===== src/rtl/core/itay_pkg.sv =====
// itay_pkg: shared types and constants for the tilt and yaw integrator
// no dependencies

package itay_pkg;

    localparam int CordicSteps = 18;
    localparam int CordicW     = 36;
    localparam int AngleLimit  = 11520;

    typedef enum logic [6:0] {
        S_IDLE  = 7'b0000001,
        S_SQRT  = 7'b0000010,
        S_CORD  = 7'b0000100,
        S_ANGLE = 7'b0001000,
        S_NEXT  = 7'b0010000,
        S_YAW   = 7'b0100000,
        S_OUT   = 7'b1000000
    } t_state;

    typedef struct packed {
        logic load;
        logic sqrt_start;
        logic sqrt_step;
        logic cord_init;
        logic cord_step;
        logic store_angle;
        logic sel_roll;
        logic yaw_mul;
        logic yaw_acc;
    } t_cmd;

    typedef struct packed {
        logic sqrt_done;
        logic cord_done;
    } t_stat;

    function automatic logic [31:0] atan_entry(input logic [4:0] i);
        logic [31:0] v;
        case (i)
            5'd0:  v = 32'd2949120;
            5'd1:  v = 32'd1740967;
            5'd2:  v = 32'd919879;
            5'd3:  v = 32'd466945;
            5'd4:  v = 32'd234379;
            5'd5:  v = 32'd117304;
            5'd6:  v = 32'd58666;
            5'd7:  v = 32'd29335;
            5'd8:  v = 32'd14668;
            5'd9:  v = 32'd7334;
            5'd10: v = 32'd3667;
            5'd11: v = 32'd1833;
            5'd12: v = 32'd917;
            5'd13: v = 32'd458;
            5'd14: v = 32'd229;
            5'd15: v = 32'd115;
            5'd16: v = 32'd57;
            5'd17: v = 32'd29;
            default: v = 32'd0;
        endcase
        return v;
    endfunction

endpackage


===== src/rtl/core/itay_ctrl.sv =====
// itay_ctrl: sequencer for the tilt and yaw integrator
// depends on itay_pkg

module itay_ctrl (
    input  logic            i_clk,
    input  logic            i_rst_n,
    input  logic            i_in_valid,
    output logic            o_in_ready,
    output logic            o_out_valid,
    input  logic            i_out_ready,
    input  itay_pkg::t_stat i_stat,
    output itay_pkg::t_cmd  o_cmd
);

    itay_pkg::t_state r_state, n_state;
    logic r_roll, n_roll;

    always_ff @(posedge i_clk) begin
        if (!i_rst_n) begin
            r_state <= itay_pkg::S_IDLE;
            r_roll  <= 1'b0;
        end else begin
            r_state <= n_state;
            r_roll  <= n_roll;
        end
    end

    always_comb begin
        n_state = r_state;
        n_roll  = r_roll;
        o_cmd   = '0;
        o_cmd.sel_roll = r_roll;
        o_in_ready  = 1'b0;
        o_out_valid = 1'b0;
        unique case (r_state)
            itay_pkg::S_IDLE: begin
                o_in_ready = 1'b1;
                if (i_in_valid) begin
                    o_cmd.load = 1'b1;
                    n_roll  = 1'b0;
                    n_state = itay_pkg::S_SQRT;
                end
            end
            itay_pkg::S_SQRT: begin
                o_cmd.sqrt_step = 1'b1;
                if (i_stat.sqrt_done) begin
                    o_cmd.sqrt_step = 1'b0;
                    o_cmd.cord_init = 1'b1;
                    n_state = itay_pkg::S_CORD;
                end
            end
            itay_pkg::S_CORD: begin
                o_cmd.cord_step = 1'b1;
                if (i_stat.cord_done) begin
                    o_cmd.cord_step = 1'b0;
                    n_state = itay_pkg::S_ANGLE;
                end
            end
            itay_pkg::S_ANGLE: begin
                o_cmd.store_angle = 1'b1;
                n_state = r_roll ? itay_pkg::S_YAW : itay_pkg::S_NEXT;
            end
            itay_pkg::S_NEXT: begin
                n_roll = 1'b1;
                o_cmd.sel_roll = 1'b1;
                o_cmd.sqrt_start = 1'b1;
                n_state = itay_pkg::S_SQRT;
            end
            itay_pkg::S_YAW: begin
                o_cmd.yaw_mul = 1'b1;
                n_state = itay_pkg::S_OUT;
            end
            itay_pkg::S_OUT: begin
                o_out_valid = 1'b1;
                if (i_out_ready) begin
                    o_cmd.yaw_acc = 1'b1;
                    n_state = itay_pkg::S_IDLE;
                end
            end
            default: n_state = itay_pkg::S_IDLE;
        endcase
    end

endmodule


===== config.mk =====
export PLATFORM = sky130hd
export DESIGN_NAME = itay_ctrl
export DESIGN_NICKNAME = d
export VERILOG_FILES = /design/src/rtl/core/itay_pkg.sv /design/src/rtl/core/itay_ctrl.sv
export SDC_FILE = /design/constraint.sdc
export NUM_CORES = 1
export LEC_CHECK = 0
export ABC_CLOCK_PERIOD_IN_PS = 2300
export BUFFER_PORTS_ARGS = -buffer_cell sky130_fd_sc_hd__clkbuf_2
export CELL_PAD_IN_SITES_DETAIL_PLACEMENT = 1
export CELL_PAD_IN_SITES_GLOBAL_PLACEMENT = 1
export CORE_MARGIN = 10
export CORE_UTILIZATION = 30
export DETAILED_ROUTE_END_ITERATION = 10
export PLACE_DENSITY_LB_ADDON = 0.1
export SLEW_MARGIN = 20
export SYNTH_ARGS = -nofsm -noshare
export SYNTH_HDL_FRONTEND = slang
export SYNTH_SLANG_ARGS = --single-unit

===== constraint.sdc =====
create_clock -name i_clk -period 2.3 [get_ports i_clk]
set_input_delay 0 -clock i_clk [delete_from_list [all_inputs] [get_ports i_clk]]
set_output_delay 0 -clock i_clk [all_outputs]
set_load 0.01 [all_outputs]

**Word-level counts from Yosys, hierarchy flattened**

Cells that the tools add are included.

- Flip-flop bits (word level): 8
- Input bits: 6
- Word-level logic and storage cells: 38

- Equality and inequality tests: 11
- Muxes and demuxes: 22
- Reductions and logical operators: 3

Operators by type and width:

| kind | count |
|---|---|
| one-hot mux 7 bit (7 select lines) | 1 |
| two-way mux 7 bit | 4 |
| two-way mux 1 bit | 13 |
| inequality test 2 bit (second input constant) | 4 |
| == test 7 x 1 -> 1 bit (second input constant) | 1 |
| == test 7 x 2 -> 1 bit (second input constant) | 1 |
| == test 7 x 3 -> 1 bit (second input constant) | 1 |
| == test 7 x 4 -> 1 bit (second input constant) | 1 |
| == test 7 x 5 -> 1 bit (second input constant) | 1 |
| == test 7 x 6 -> 1 bit (second input constant) | 1 |
| == test 7 bit (second input constant) | 1 |
| two-way mux 6 bit | 1 |
| two-way mux 2 bit | 2 |
| AND reduction 4 bit | 1 |
| one-hot mux 1 bit (2 select lines) | 1 |
| AND reduction 2 bit | 1 |
| nonzero test 2 bit | 1 |

**Logic depth before layout (Yosys ltp)**

- Word-level depth: 3
- Mapped depth: 5
- Mapped depth without buffers: 4

**Worst setup path before layout**

No wires, ideal clock.

- Path kind: reg2reg
- From: register r_state[2]
- To: register r_state[1]
- Arrival time: 1.645 ns
- Library setup time: 0.087 ns
- Stages on the path, launching flop included: 6
- Setup slack: 0.568 ns
- Path buffers: 1
- Cell sequence: dfxtp_1 > or4_1 > buf_6 > nor4_1 > nand2_1 > o31ai_1

- Longest elaborated chain between the ends: 3
- Elaborated cells on any way between the ends: 13
- Classes of those cells: eq/ne (11); mux (1); reduce/logical (1)

RTL lines:

| item | line | RTL |
|---|---|---|
| start, declared | itay_ctrl.sv:15 | `itay_pkg::t_state r_state, n_state;` |
| start signal, assigned | itay_ctrl.sv:20 | `r_state <= itay_pkg::S_IDLE;` |
| start signal, assigned | itay_ctrl.sv:23 | `r_state <= n_state;` |
| == test 7 x 2 -> 1 bit, or another cell as far along | itay_ctrl.sv:35 | `unique case (r_state)` |
| inequality test 2 bit (no source line) | -- |  |
| AND reduction 4 bit (no source line) | -- |  |

Several ways; a longest one is shown, not always the timed one.
A chain may end at the register's enable or synchronous reset.

==> impl_metrics.py <==
metrics = {
    "cts": {
        "cts_buffers": 3,
        "cts-hold-fix-buffers": 0,
        "h-tree-depth": 1,
        "post_cts_buffers": 0,
        "clk_pin_slew_worst_paths_ns": 0.06,
        "clk_latency_ns": 0.26,
        "cts_tree": "yes",
        "cts_root_buffer": "clkbuf_4",
        "clock_tree.buffer_depth": 2,
        "postCtsResizedCells": 0,
        "clock_sinks": 8,
    },
    "synthesis": {
        "synth_nets": 77,
        "ys_warn_count": 0,
        "synth_cells": 71,
        "synth_cell_types": 30,
        "seq_area_frac_synth_pct": 29.5,
        "syn_area_um2": 543,
        "synth_seq_cells": 8,
        "syn_avg_cell_area_um2": 7.65,
    },
    "power": {
        "p_per_area_mw_per_mm2": 800,
        "p_leak_nw": 0.260,
        "fin_total_pwr_mw": 0.517,
        "peakVddDrop_mv": 0.290,
    },
    "sta": {
        "setup_viol": 0,
        "hold_violations": 0,
        "max_clock_freq_mhz": 520,
        "hold_slack_ns": 0.0605,
        "worstMarginPinSlew_ns": 0.453,
        "finalSetupTns_ns": 0,
        "finalCritPeriodShare_pct": 83.6,
        "drv_slew": 0,
        "finalWorstSetupSlack_ns": 0.376,
        "rsz0062_at_grt": "false",
        "skew_ns": 0.00993,
        "period_needed_ns": 1.92,
        "max_slew_margin_pct": 69.8,
    },
    "setup_path": {
        "cp-start-kind": "register",
        "cp_slowest_cell": "or4_1",
        "crit_chain": "or4_1 -> nor4_1 -> clkbuf_2",
        "worstPathMaxFanout": 7,
        "max_stage_delay_ns": 0.70,
        "cp_top_family": "simple AND/OR/NAND/NOR gates",
        "worstSetupEndpointType": "output pin",
        "cp_data_required_time_ns": 2.30,
        "reg2reg_slack_ns": 0.51,
        "cp_num_buf_inv": 1,
        "path_class": "register to output pin",
        "arrival_ns": 1.92,
    },
    "cells_and_area": {
        "stdcell_count": 110,
        "antennaDiodeCount": 0,
        "final_nets": 93,
        "syn_to_final_growth_pct": 18.9,
        "multi_input_area_um2": 337,
        "fin_util_pct": 37.4,
        "fin_area_um2": 646,
        "fill_cells": 236,
        "seqCellArea_um2": 160,
        "drive_gt1_share_pct": 27.1,
    },
    "placement": {
        "hpwl_um": 1280,
        "placed_area_um2": 623,
        "dp_cells": 107,
        "io_buffers": 16,
        "dpl_worst_slack_ns": 0.521,
        "gp_congestion": 0.780,
    },
    "detailed_routing": {
        "num_vias": 553,
        "post-route-drc-count": 0,
        "wl_per_cell_um": 14.5,
        "drt-initial-drc-count": 14,
        "antenna_left": 0,
        "first_pass_iters": 4,
        "vias_per_cell": 5.03,
        "wl_um": 1600,
    },
    "floorplan": {
        "num_io_pins": 17,
        "dieArea_mm2": 0.00391,
        "rows": 15,
        "die_h_um": 62.5,
        "die_w_um": 62.5,
        "start_util_pct": 31.4,
        "core_area_mm2": 0.00173,
    },
    "global_route": {
        "grt_overflow": 0,
        "grt_pass1_vias": 616,
        "antenna_found_initial": 0,
        "grt_max_degree": 12,
        "grt_pass1_wl_um": 2770,
        "gr-usage-all-layers_pct": 8.61,
    },
    "worst_hold_path": {
        "hold_path.class": "input port to register",
    },
    "run_status": {
        "status": "finished, final reports clean",
    },
    "job": {
        "drv_cap": 0,
    },
}
## layer usage
layer | wire [um] | global-route usage, % | part of all wire, %
met1 | 707 | 8.53 | 44
met2 | 719 | 14.0 | 45
met3 | 149 | 5.91 | 9.3
met4 | 20 | 3.07 | 1.3
met5 | 0 | 0 | 0
## cell usage after synthesis, drive strengths merged
cell type	instances	share of area (%)
a2111oi	1	1.6
a211o	1	1.6
a21oi	1	0.92
a311o	1	1.8
a311oi	1	1.6
and2	2	2.3
buf	3	4.4
clkbuf	2	1.4
dfxtp	8	29
inv	4	2.8
nand2	7	4.8
nand2b	6	6.9
nand3	2	1.8
nand4b	1	1.6
nor2	9	6.2
nor3	5	6.7
nor4	4	5.8
o21a	2	2.8
o21ai	2	1.8
o2bb2ai	1	1.6
o311ai	1	1.6
o31ai	1	1.4
or2b	1	1.4
or3b	2	3.2
or4	2	2.8
xnor2	1	1.6
## power breakdown
group	switching, mW	total, mW	internal, mW
Sequential	0.0337	0.189	0.156
Combinational	0.119	0.215	0.0966
Clock	0.0519	0.112	0.0600
## sequential cells by signal, indices dropped and copies added (netlist names)
| register | cells |
|---|---|
| r_state | 7 |
| r_roll | 1 |
## worst paths after layout
check / start / end / cells past startpoint
min: i_rst_n / r_state[6]$_SDFFE_PN0P_ / 3
max reg2reg: r_state[2]$_SDFFE_PN0P_ / r_state[0]$_SDFFE_PN1P_ / 4
min reg2reg: r_roll$_SDFFE_PN0P_ / r_state[4]$_SDFFE_PN0P_ / 1
max: r_state[2]$_SDFFE_PN0P_ / o_cmd[6] / 3
## layout make-up
| cell class | instances | share of cell area, % |
|---|---|---|
| Sequential cell | 8 | 24.8 |
| Timing Repair Buffer | 16 | 12.4 |
| Clock buffer | 3 | 3.49 |
| Tap cell | 25 | 4.84 |
| Inverter | 4 | 2.33 |
| Multi-Input combinational cell | 54 | 52.1 |
## layout by cell type, fill, tap and decap left out
| master | Yosys | final |
|---|---|---|
| nor3_1 | 4 | 4 |
| clkbuf_2 | 0 | 16 |
| nand2_1 | 7 | 7 |
| or4_1 | 2 | 2 |
| nand3_1 | 2 | 2 |
| or2b_1 | 1 | 1 |
| nand4b_1 | 1 | 1 |
| and2_1 | 2 | 2 |
| clkbuf_4 | 0 | 3 |
| inv_1 | 4 | 4 |
| a311o_1 | 1 | 1 |
| a311oi_1 | 1 | 1 |
| xnor2_1 | 1 | 1 |
| a21oi_1 | 1 | 1 |
| a2111oi_0 | 1 | 1 |
| dfxtp_1 | 8 | 8 |
| nor4_2 | 1 | 1 |
| nor4_1 | 3 | 3 |
| nor3_4 | 1 | 1 |
| nor2_1 | 9 | 9 |
| o2bb2ai_1 | 1 | 1 |
| o31ai_1 | 1 | 1 |
| or3b_2 | 2 | 2 |
| o311ai_1 | 1 | 1 |
| a211o_1 | 1 | 1 |
| nand2b_1 | 6 | 6 |
| o21a_1 | 2 | 2 |
| o21ai_0 | 2 | 2 |
## tightest hold or removal path, delay by kind of cell
family                 cells  cell delay, ns
and+or+nand+nor            2            0.13
buffers and inverters      1            0.16
## cells by family after synthesis
kind of cell,Yosys count,synth area share [%]
simple gates,41,43.6
compound gates,12,16.8
buf+inv,9,8.52
flops,8,29.5
xor+xnor,1,1.61
No activity file was read; power rests on OpenSTA's default activity.
